**config.mk**
```make
export PLATFORM = sky130hd
export DESIGN_NAME = epoch_seconds_to_calendar_core
export DESIGN_NICKNAME = d
export VERILOG_FILES = /design/src/esc_pkg.sv /design/src/esc_day_split.sv /design/src/esc_time_of_day.sv /design/src/esc_date.sv /design/src/epoch_seconds_to_calendar_core.sv
export VERILOG_INCLUDE_DIRS = /design/src /design/src/src
export SDC_FILE = /design/constraint.sdc
export NUM_CORES = 2
export LEC_CHECK = 0
export BUFFER_PORTS_ARGS = -buffer_cell sky130_fd_sc_hd__buf_2
export CAP_MARGIN = 5
export CORE_MARGIN = 2
export CORE_UTILIZATION = 55
export CTS_CLUSTER_DIAMETER = 200
export DETAILED_ROUTE_END_ITERATION = 6
export PLACE_DENSITY = 0.72
export SYNTH_ARGS = -nofsm -noshare
export SYNTH_HDL_FRONTEND = slang
export SYNTH_HIERARCHICAL = 1
export SYNTH_SLANG_ARGS = --single-unit
```
**constraint.sdc**
```tcl
create_clock -name clk -period 16.32 [get_ports clk]
set_input_delay 4.08 -clock clk [delete_from_list [all_inputs] [get_ports clk]]
set_output_delay 4.08 -clock clk [all_outputs]
set_load 0.005 [all_outputs]
```
**src/epoch_seconds_to_calendar_core_defines.svh**
```systemverilog
// Assertion helpers for the calendar core.
`ifndef EPOCH_SECONDS_TO_CALENDAR_CORE_DEFINES_SVH
`define EPOCH_SECONDS_TO_CALENDAR_CORE_DEFINES_SVH

// Same-cycle implication, off while reset is high.
`define ESC_ASSERT_IMP(lbl, ante, cons, msg) \
  lbl: assert property (@(posedge clk) disable iff (rst) (ante) |-> (cons)) \
    else $error(msg);

// Next-cycle implication, live through reset.
`define ESC_ASSERT_NEXT(lbl, ante, cons, msg) \
  lbl: assert property (@(posedge clk) (ante) |=> (cons)) \
    else $error(msg);

`endif

```
**src/esc_pkg.sv**
```systemverilog
package esc_pkg;

  // Fixed calendar constants
  localparam logic [16:0] SEC_PER_DAY    = 17'd86400;
  localparam logic [10:0] DAYS_PER_GROUP = 11'd1461;
  localparam logic [11:0] EPOCH_YEAR     = 12'd1970;
  localparam logic [10:0] YEAR_DAYS      = 11'd365;
  localparam logic [10:0] LEAP_DAYS      = 11'd366;
  localparam logic [2:0]  EPOCH_WDAY     = 3'd4;   // 1970-01-01 was a Thursday
  localparam logic [5:0]  SIXTY          = 6'd60;

  // Word flows through input reg, two split stages, one decode stage, result reg
  localparam int PIPE_STAGES = 5;

  // Exact reciprocals: m = ceil(2^(N+l)/d) is exact for any x < 2^N
  // days = (t >> 7) / 675
  localparam int          DAY_SHIFT  = 35;
  localparam logic [25:0] DAY_RECIP  = 26'(((64'd1 << DAY_SHIFT) + 64'd674) / 64'd675);
  // four-year groups = (t >> 7) / 986175
  localparam int          GRP_SHIFT  = 45;
  localparam logic [25:0] GRP_RECIP  =
    26'(((64'd1 << GRP_SHIFT) + 64'd986174) / 64'd986175);
  // weeks = (days + 4) / 7
  localparam int          WEEK_SHIFT = 19;
  localparam logic [16:0] WEEK_RECIP = 17'(((64'd1 << WEEK_SHIFT) + 64'd6) / 64'd7);
  // hours = (sod >> 4) / 225
  localparam int          HOUR_SHIFT = 21;
  localparam logic [13:0] HOUR_RECIP = 14'(((64'd1 << HOUR_SHIFT) + 64'd224) / 64'd225);
  // total minutes = (sod >> 2) / 15
  localparam int          MIN_SHIFT  = 19;
  localparam logic [15:0] MIN_RECIP  = 16'(((64'd1 << MIN_SHIFT) + 64'd14) / 64'd15);

  // Split of the day count, handed from the splitter to both decoders
  typedef struct packed {
    logic [16:0] sod;         // seconds of day
    logic [10:0] day_in_grp;  // day within four-year group
    logic [5:0]  grp;         // four-year group index
    logic [12:0] wq;          // (days + 4) / 7
    logic [2:0]  dow_low;     // low bits of days + 4
  } esc_split_t;

  // First day-of-year of each month, 0 is January
  function automatic logic [8:0] month_start(input logic leap, input logic [3:0] idx);
    logic [8:0] base;
    unique case (idx)
      4'd0:    base = 9'd0;
      4'd1:    base = 9'd31;
      4'd2:    base = 9'd59;
      4'd3:    base = 9'd90;
      4'd4:    base = 9'd120;
      4'd5:    base = 9'd151;
      4'd6:    base = 9'd181;
      4'd7:    base = 9'd212;
      4'd8:    base = 9'd243;
      4'd9:    base = 9'd273;
      4'd10:   base = 9'd304;
      4'd11:   base = 9'd334;
      default: base = 9'd0;
    endcase
    if (leap && idx >= 4'd2) begin
      base = base + 9'd1;
    end
    return base;
  endfunction

endpackage

```
**src/esc_day_split.sv**
```systemverilog
module esc_day_split import esc_pkg::*; (
  input  logic       clk,
  input  logic [31:0] t_in,
  output esc_split_t split
);

  // stage 1: days and four-year groups straight from the timestamp
  logic [50:0] day_prod;
  logic [50:0] grp_prod;
  logic [15:0] days;
  logic [5:0]  grp;
  logic [16:0] t_low;

  assign day_prod = 51'(t_in[31:7]) * 51'(DAY_RECIP);
  assign grp_prod = 51'(t_in[31:7]) * 51'(GRP_RECIP);

  always_ff @(posedge clk) begin
    days  <= day_prod[50:DAY_SHIFT];
    grp   <= grp_prod[50:GRP_SHIFT];
    t_low <= t_in[16:0];
  end

  // stage 2: remainders and week quotient
  logic [32:0] day_secs;
  logic [16:0] grp_days;
  logic [15:0] days4;
  logic [32:0] week_prod;

  assign day_secs  = 33'(days) * 33'(SEC_PER_DAY);
  assign grp_days  = 17'(grp) * 17'(DAYS_PER_GROUP);
  assign days4     = days + 16'(EPOCH_WDAY);
  assign week_prod = 33'(days4) * 33'(WEEK_RECIP);

  always_ff @(posedge clk) begin
    split.sod        <= t_low - day_secs[16:0];
    split.day_in_grp <= days[10:0] - grp_days[10:0];
    split.grp        <= grp;
    split.wq         <= week_prod[31:WEEK_SHIFT];
    split.dow_low    <= days4[2:0];
  end

endmodule

```
**src/esc_time_of_day.sv**
```systemverilog
module esc_time_of_day import esc_pkg::*; (
  input  logic       clk,
  input  esc_split_t split,
  output logic [5:0] second,
  output logic [5:0] minute,
  output logic [4:0] hour
);

  // stage 3: hour and total minutes, both from seconds of day
  logic [26:0] hour_prod;
  logic [30:0] min_prod;
  logic [16:0] sod;
  logic [10:0] mtot;
  logic [4:0]  hr;

  assign hour_prod = 27'(split.sod[16:4]) * 27'(HOUR_RECIP);
  assign min_prod  = 31'(split.sod[16:2]) * 31'(MIN_RECIP);

  always_ff @(posedge clk) begin
    sod  <= split.sod;
    mtot <= min_prod[29:MIN_SHIFT];
    hr   <= hour_prod[25:HOUR_SHIFT];
  end

  // stage 4: remainders into the result register
  logic [16:0] mt60;
  logic [10:0] h60;

  assign mt60 = 17'(mtot) * 17'(SIXTY);
  assign h60  = 11'(hr) * 11'(SIXTY);

  always_ff @(posedge clk) begin
    second <= sod[5:0] - mt60[5:0];
    minute <= mtot[5:0] - h60[5:0];
    hour   <= hr;
  end

endmodule

```
**src/esc_date.sv**
```systemverilog
module esc_date import esc_pkg::*; (
  input  logic        clk,
  input  esc_split_t  split,
  output logic [4:0]  day_of_month,
  output logic [3:0]  month,
  output logic [11:0] year,
  output logic [2:0]  weekday,
  output logic        leap_flag
);

  // stage 3: year within group, day of year, weekday
  logic [1:0]  yoff;
  logic [8:0]  doy_next;
  logic        leap_next;
  logic [15:0] wq7;
  logic [10:0] d;

  assign d   = split.day_in_grp;
  assign wq7 = 16'(split.wq) * 16'd7;

  always_comb begin
    priority if (d < YEAR_DAYS) begin
      yoff      = 2'd0;
      doy_next  = d[8:0];
      leap_next = 1'b0;
    end else if (d < 11'(YEAR_DAYS + YEAR_DAYS)) begin
      yoff      = 2'd1;
      doy_next  = 9'(d - YEAR_DAYS);
      leap_next = 1'b0;
    end else if (d < 11'(YEAR_DAYS + YEAR_DAYS + LEAP_DAYS)) begin
      yoff      = 2'd2;
      doy_next  = 9'(d - 11'(YEAR_DAYS + YEAR_DAYS));
      leap_next = 1'b1;
    end else begin
      yoff      = 2'd3;
      doy_next  = 9'(d - 11'(YEAR_DAYS + YEAR_DAYS + LEAP_DAYS));
      leap_next = 1'b0;
    end
  end

  logic [8:0]  doy;
  logic        leap;
  logic [11:0] yr;
  logic [2:0]  wd;

  always_ff @(posedge clk) begin
    doy  <= doy_next;
    leap <= leap_next;
    yr   <= EPOCH_YEAR + 12'({split.grp, 2'b00}) + 12'(yoff);
    wd   <= split.dow_low - wq7[2:0];
  end

  // stage 4: month by start-of-month compare
  logic [3:0] mon_idx;
  logic [8:0] mday_off;

  always_comb begin
    mon_idx = 4'd0;
    for (int i = 1; i < 12; i++) begin
      if (doy >= month_start(leap, 4'(i))) begin
        mon_idx = 4'(i);
      end
    end
  end

  assign mday_off = doy - month_start(leap, mon_idx);

  always_ff @(posedge clk) begin
    day_of_month <= 5'(mday_off) + 5'd1;
    month        <= mon_idx + 4'd1;
    year         <= yr;
    weekday      <= wd;
    leap_flag    <= leap;
  end

endmodule

```
**src/epoch_seconds_to_calendar_core.sv**
```systemverilog
// Channel   Ports                                          Handshake
// -------   ---------------------------------------------  -------------------------
// input     epoch_seconds                                  start & !busy at clk edge
// result    second minute hour day_of_month month year     done, one cycle, no stall
//           weekday leap_flag
//
// One word enters per clock while busy is low; each passes through the input
// register, two day-split stages, one decode stage and the result register.
// Constant divides are reciprocal multiplies, none over 25x26 bits.
// busy is high only during reset and the cycle after it.
// rst clears the valid chain; payload registers carry no reset.
// The receiver cannot stall: done marks each result for exactly one cycle.

`include "epoch_seconds_to_calendar_core_defines.svh"

module epoch_seconds_to_calendar_core import esc_pkg::*; (
  input  logic        clk,
  input  logic        rst,
  input  logic        start,
  output logic        busy,
  input  logic [31:0] epoch_seconds,
  output logic        done,
  output logic [5:0]  second,
  output logic [5:0]  minute,
  output logic [4:0]  hour,
  output logic [4:0]  day_of_month,
  output logic [3:0]  month,
  output logic [11:0] year,
  output logic [2:0]  weekday,
  output logic        leap_flag
);

  logic                   accept;
  logic [31:0]            t_in;      // input register
  logic [PIPE_STAGES-1:0] vld;       // one valid per stage, top bit is done
  esc_split_t             split;

  assign accept = start && !busy;
  assign done   = vld[PIPE_STAGES-1];

  // busy only guards the reset window
  always_ff @(posedge clk) begin
    if (rst) begin
      busy <= 1'b1;
      vld  <= '0;
    end else begin
      busy <= 1'b0;
      vld  <= {vld[PIPE_STAGES-2:0], accept};
    end
  end

  always_ff @(posedge clk) begin
    if (accept) begin
      t_in <= epoch_seconds;
    end
  end

  // days, seconds of day, day in four-year group, week quotient
  esc_day_split u_split (
    .clk   (clk),
    .t_in  (t_in),
    .split (split)
  );

  // hh:mm:ss
  esc_time_of_day u_time (
    .clk    (clk),
    .split  (split),
    .second (second),
    .minute (minute),
    .hour   (hour)
  );

  // year, month, day, weekday, leap
  esc_date u_date (
    .clk          (clk),
    .split        (split),
    .day_of_month (day_of_month),
    .month        (month),
    .year         (year),
    .weekday      (weekday),
    .leap_flag    (leap_flag)
  );

  // every result traces back to an accepted start
  `ESC_ASSERT_IMP(a_done_latency, done, $past(start && !busy, PIPE_STAGES), "done without start")
  // every fourth year from 1972 is taken as leap, and no other
  `ESC_ASSERT_IMP(a_leap_year, done, leap_flag == (year[1:0] == 2'b00), "leap flag mismatch")
  `ESC_ASSERT_IMP(a_time_range, done, hour < 5'd24 && minute < 6'd60 && second < 6'd60, "time range")
  // reset empties the pipe and blocks input
  `ESC_ASSERT_NEXT(a_reset_flush, rst, !done && busy, "reset did not flush")

endmodule
```
# Yosys cells after proc, flatten, opt, wreduce, memory -nomap -nowiden
# Memory sizes are Yosys's and may differ from the RTL's.
# Index checks and enable logic that the tools add are counted.
totals:
  regBits: 216
  mem_bits_ro: 144
  in_bits: 35
  out_inout_bits: 44
  elab_cells: 101
  n_memories: 1
mem_list:
  columns: ["name", "depth", "width", "rd", "rd_ports_with_merged_regs", "wr", "line_no", "source"]
  rows:
  - ["(no name shown)", 16, 9, 1, 0, 0, "esc_pkg.sv:45", "unique case (idx)"]
op_classes:
  add_sub_neg: 15
  mul: 10
  magnitude_cmp: 15
  n_mux: 30
  reduce_logical: 4
ops:
  columns: ["operator", "count"]
  rows:
  - ["25-bit by 26-bit multiplier with 51-bit output (second input constant)", 1]
  - ["25-bit by 22-bit multiplier with 47-bit output (second input constant)", 1]
  - ["4-bit 2-to-1 mux", 11]
  - ["9-bit by 8-bit >= comparator with 1-bit output", 4]
  - ["16-bit by 17-bit multiplier with 32-bit output (second input constant)", 1]
  - ["15-bit by 16-bit multiplier with 30-bit output (second input constant)", 1]
  - ["9-bit >= comparator", 3]
  - ["9-bit 2-to-1 mux", 3]
  - ["13-bit by 14-bit multiplier with 26-bit output (second input constant)", 1]
  - ["9-bit by 7-bit >= comparator with 1-bit output", 2]
  - ["17-bit subtractor", 1]
  - ["16-bit by 3-bit adder with 16-bit output (second input constant)", 1]
  - ["16-bit by 10-bit multiplier with 10-bit output (second input constant)", 1]
  - ["13-bit by 3-bit multiplier with 3-bit output (second input constant)", 1]
  - ["11-bit by 8-bit adder with 12-bit output (first input constant)", 1]
  - ["12-bit by 2-bit adder with 12-bit output", 1]
  - ["6-bit subtractor", 2]
  - ["11-bit by 10-bit less-than comparator with 1-bit output (second input constant)", 1]
  - ["11-bit less-than comparator (second input constant)", 1]
  - ["11-bit by 9-bit less-than comparator with 1-bit output (second input constant)", 1]
  - ["11-bit by 4-bit multiplier with 4-bit output (second input constant)", 1]
  - ["6-bit by 11-bit multiplier with 11-bit output (second input constant)", 1]
  - ["11-bit subtractor", 1]
  - ["5-bit by 1-bit adder with 5-bit output (second input constant)", 2]
  - ["17 further kinds", 30]

# Logic depth before layout (Yosys ltp)
depth:
  word_depth: 17
  depth_mapped: 25
  ltp_nobuf: 25

# Hierarchy
# The synthesis kept the hierarchy.
by_module_without_submodules:
  columns: ["mod", "instances", "cells_each", "area_each_um2", "seq_area_each_um2"]
  rows:
  - ["esc_day_split", 1, 2329, 23522.6, 1781.7]
  - ["esc_time_of_day", 1, 485, 4954.8, 680.7]
  - ["esc_date", 1, 293, 2712.6, 1001.0]
  - ["epoch_seconds_to_calendar_core", 1, 44, 1124.8, 1081.0]

# Worst setup path after synthesis
# OpenSTA, ideal clock, no wires.
synth_path:
  path_kind: "reg-to-reg"
  start: "register t_in[23]"
  end: "register u_split.grp[2]"
  arrival_ns: 6.084
  required_time_ns: 16.186
  setup_slack_ns: 10.102
  stages_incl_launch_ff: 20
  path_buffers: 0
  period_less_slack_ns: 6.218
  path_cell_list: "edfxtp_1 ha_1 fa_1 inv_1 fa_1 fa_1 inv_1 fa_1 fa_1 fa_1 ha_1 a21o_1 a21oi_1 o221ai_1 a211oi_1 o22ai_1 a31oi_1 o31ai_2 and4b_1 or4_1"
synth_via:
  elab_chain_cells: 1
synth_lines:
  columns: ["element", "line_no", "source"]
  rows:
  - ["start, declared", "epoch_seconds_to_calendar_core.sv:34", "logic [31:0] t_in;"]
  - ["start signal, assigned", "epoch_seconds_to_calendar_core.sv:54", "t_in <= epoch_seconds;"]
  - ["25-bit by 22-bit multiplier with 47-bit output", "esc_day_split.sv:15", "assign grp_prod = 51'(t_in[31:7]) * 51'(GRP_RECIP);"]
  - ["named net u_split.grp_prod[47]", "esc_day_split.sv:9", "logic [50:0] grp_prod;"]
  - ["end signal, assigned", "esc_day_split.sv:19", "grp <= grp_prod[50:GRP_SHIFT];"]
  - ["end, declared", "esc_day_split.sv:11", "logic [5:0] grp;"]
# The timed path passes the listed nets, and every way through them passes these cells.
# A chain may end at the register's enable or synchronous reset.

# Worst setup path after layout
# Same ends and word-level chain as after synthesis.

==> results.md <==
- Post-route cell area: approximately 33000 µm²
- Synthesis-to-finish area growth: 6.94%
- Vias post-DR: 20.7k
- Resized Gates After CTS: 0
- Initial antenna violation count: 2
- CTS Root Cell: clkbuf_16
- Hold Vio Cnt, Final: 0
- DRT iter0 DRCs: approximately 760
- Post-CTS setup buffer count: 0
- Cts bufs inserted: 24
- Mean Syn Cell Area: 10.3 µm²
- Setup TNS: 0 ns
- Initial Util: 55.5%
- Placement Cell Area: 32700 µm²
- # DRC: 0
- Slew at the pin closest to its max-slew limit: about 1.2 ns
- GRT overflow: 0
- Pre-CTS setup slack: around 9 ns
- CP required: between 15 and 20 ns
- RSZ-0062 raised after global routing: false
- F_max: between 100 and 150 MHz
- Min cycle time layout: 7.23 ns
- Core box area: approximately 56000 µm²
- Clock Latency Late Sink: 0.54 ns
- Post-route core utilization: 59.4%
- CP max stage cell: edfxtp_1
- Final wirelength: 71800 µm
- CTS tree: built
- Largest net degree at the start of global routing: 26
- Worst R2R Start: t_in[23]
- Relative slew slack: between 10% and 20%
- IO Count: 79
- Worst Path Max Fanout: 13
- PortBufs: 78
- First-pass GRT wire length: roughly 120000 µm
- Max-Cap Viols: 0
- DR pass1 iterations: 5
- Worst Skew: 0.0108 ns
- Setup ws final: between 9 and 10 ns
- Mapped cell area: 31300 µm²
- Clock Pin Slew Worst Setup and Hold Paths: roughly 0.06 ns
- Critical Path Sink Type: register
- Gpl congestion: 0.955
- Hold_sp: u_split/t_low[3]
- Syn_nets: 4352
- Period Utilization, post-route: around 44%
- Clock buffer depth: 3
- Kind of critical path: register to register
- Worst min path class: register to register
- Vias per cell: 5.27
- Wire per inst: 18.3 µm
- Max-slew violations: 0
- Post-CTS Hold Fix Bufs: 0
- Layout cells sized above 1: about 5.3%
- Outcome: complete, no violations
- GRT Resource Usage Total: 25.4%
- Post-Synthesis Cells: 3053
- Post-route ant nets: 0
- Crit-path cells: ha_1, fa_1, inv_1, fa_1, fa_1, inv_1, fa_1, fa_1, fa_1, ha_1, a21o_1, a21oi_1, o221ai_1, a211oi_1, o22ai_1, a31oi_1, o31ai_2, and4b_1, or4_1
- Horiz. Die Dim: 243 µm
- Crit path largest cell delay: 1.04 ns
- Rows: 87
- Die Span Y: 243 µm
- Yosys warning count: 6
- Reg2reg setup slack: 9.09 ns
- CP startpoint kind: register
- CP dominant cell by count: fa_1
- Worst EP arrival: around 7.6 ns
- Setup Viol. Count Final: 0
- Nets: 4459
- CTS HTree Levels: 1
- Die area: 58900 µm²
- Vias in the first global route: 22.9k
- DP Wirelength: between 60000 and 70000 µm
- Ant. Diodes: 0
- Num Clock Sinks: 201
- CP startpoint: t_in[23]
routing by layer:
metal  wire length (µm)  track usage, %
met5                 23               0
met4               2960            9.33
met3               2960            2.76
met2              34700            44.0
met1              31200            32.8
final cells by class:
class,instances,area (µm²)
clock buffer,36,718
fill,4771,22900
tap,756,946
inverter,883,3310
sequential,201,4340
timing repair buffer,93,503
clock inverter,8,67.6
multi-input combinational,1957,23600
final timing paths:
check             depth (start not counted)                end
setup / recovery                         19     u_split/grp[2]
hold / removal                            0  u_split/split[36]
setup reg to reg                         19     u_split/grp[2]
hold reg to reg                           0  u_split/split[36]
registers in the layout, indices dropped and copies added (netlist names), 9 cells and up:
| signal | cells |
|---|---|
| t_in | 32 |
| u_date/doy | 9 |
| u_date/year | 12 |
| u_date/yr | 12 |
| u_split/days | 16 |
| u_split/split | 40 |
| u_split/t_low | 17 |
worst max-delay path: cells and delay by family, from the launching register on:
| kind | cells | cell delay (ns) |
|---|---|---|
| buffers and inverters | 2 | 0.11 |
| adder cells (fa/ha/maj) | 8 | 3.88 |
| AO/OA/AOI/OAI | 7 | 1.33 |
| AND/OR/NAND/NOR | 2 | 0.71 |
| flip-flops | 1 | 1.04 |
placed cells by master (no fill, tap or decap), types with 10 or more instances in the layout:
cell type and instances:
a211oi_1 14, a21o_1 44, a21oi_1 86, a31oi_1 13, and3_1 13, buf_2 78, buf_4 15, clkbuf_16 25
dfxtp_1 169, edfxtp_1 32, fa_1 431, ha_1 833, inv_1 880, nand2_1 60, nand2b_1 10, nand3_1 26
nand4_1 15, nor2_1 55, nor3_1 18, o21ai_0 43, o21bai_1 10, xnor2_1 82, xor2_1 48
through the flow:
| step | hold slack (ns) | instances |
|---|---|---|
| floorplan | 0.310 | 3053 |
| global placement | 0.310 | 3890 |
| detailed placement | 0.312 | 3890 |
| CTS | 0.326 | 3934 |
| global route | 0.333 | 3934 |
| finish | 0.325 | 3934 |
Power is left out: the tool's default activity adds up to more than one toggle a clock period on the data nets, which glitch-free logic cannot reach.
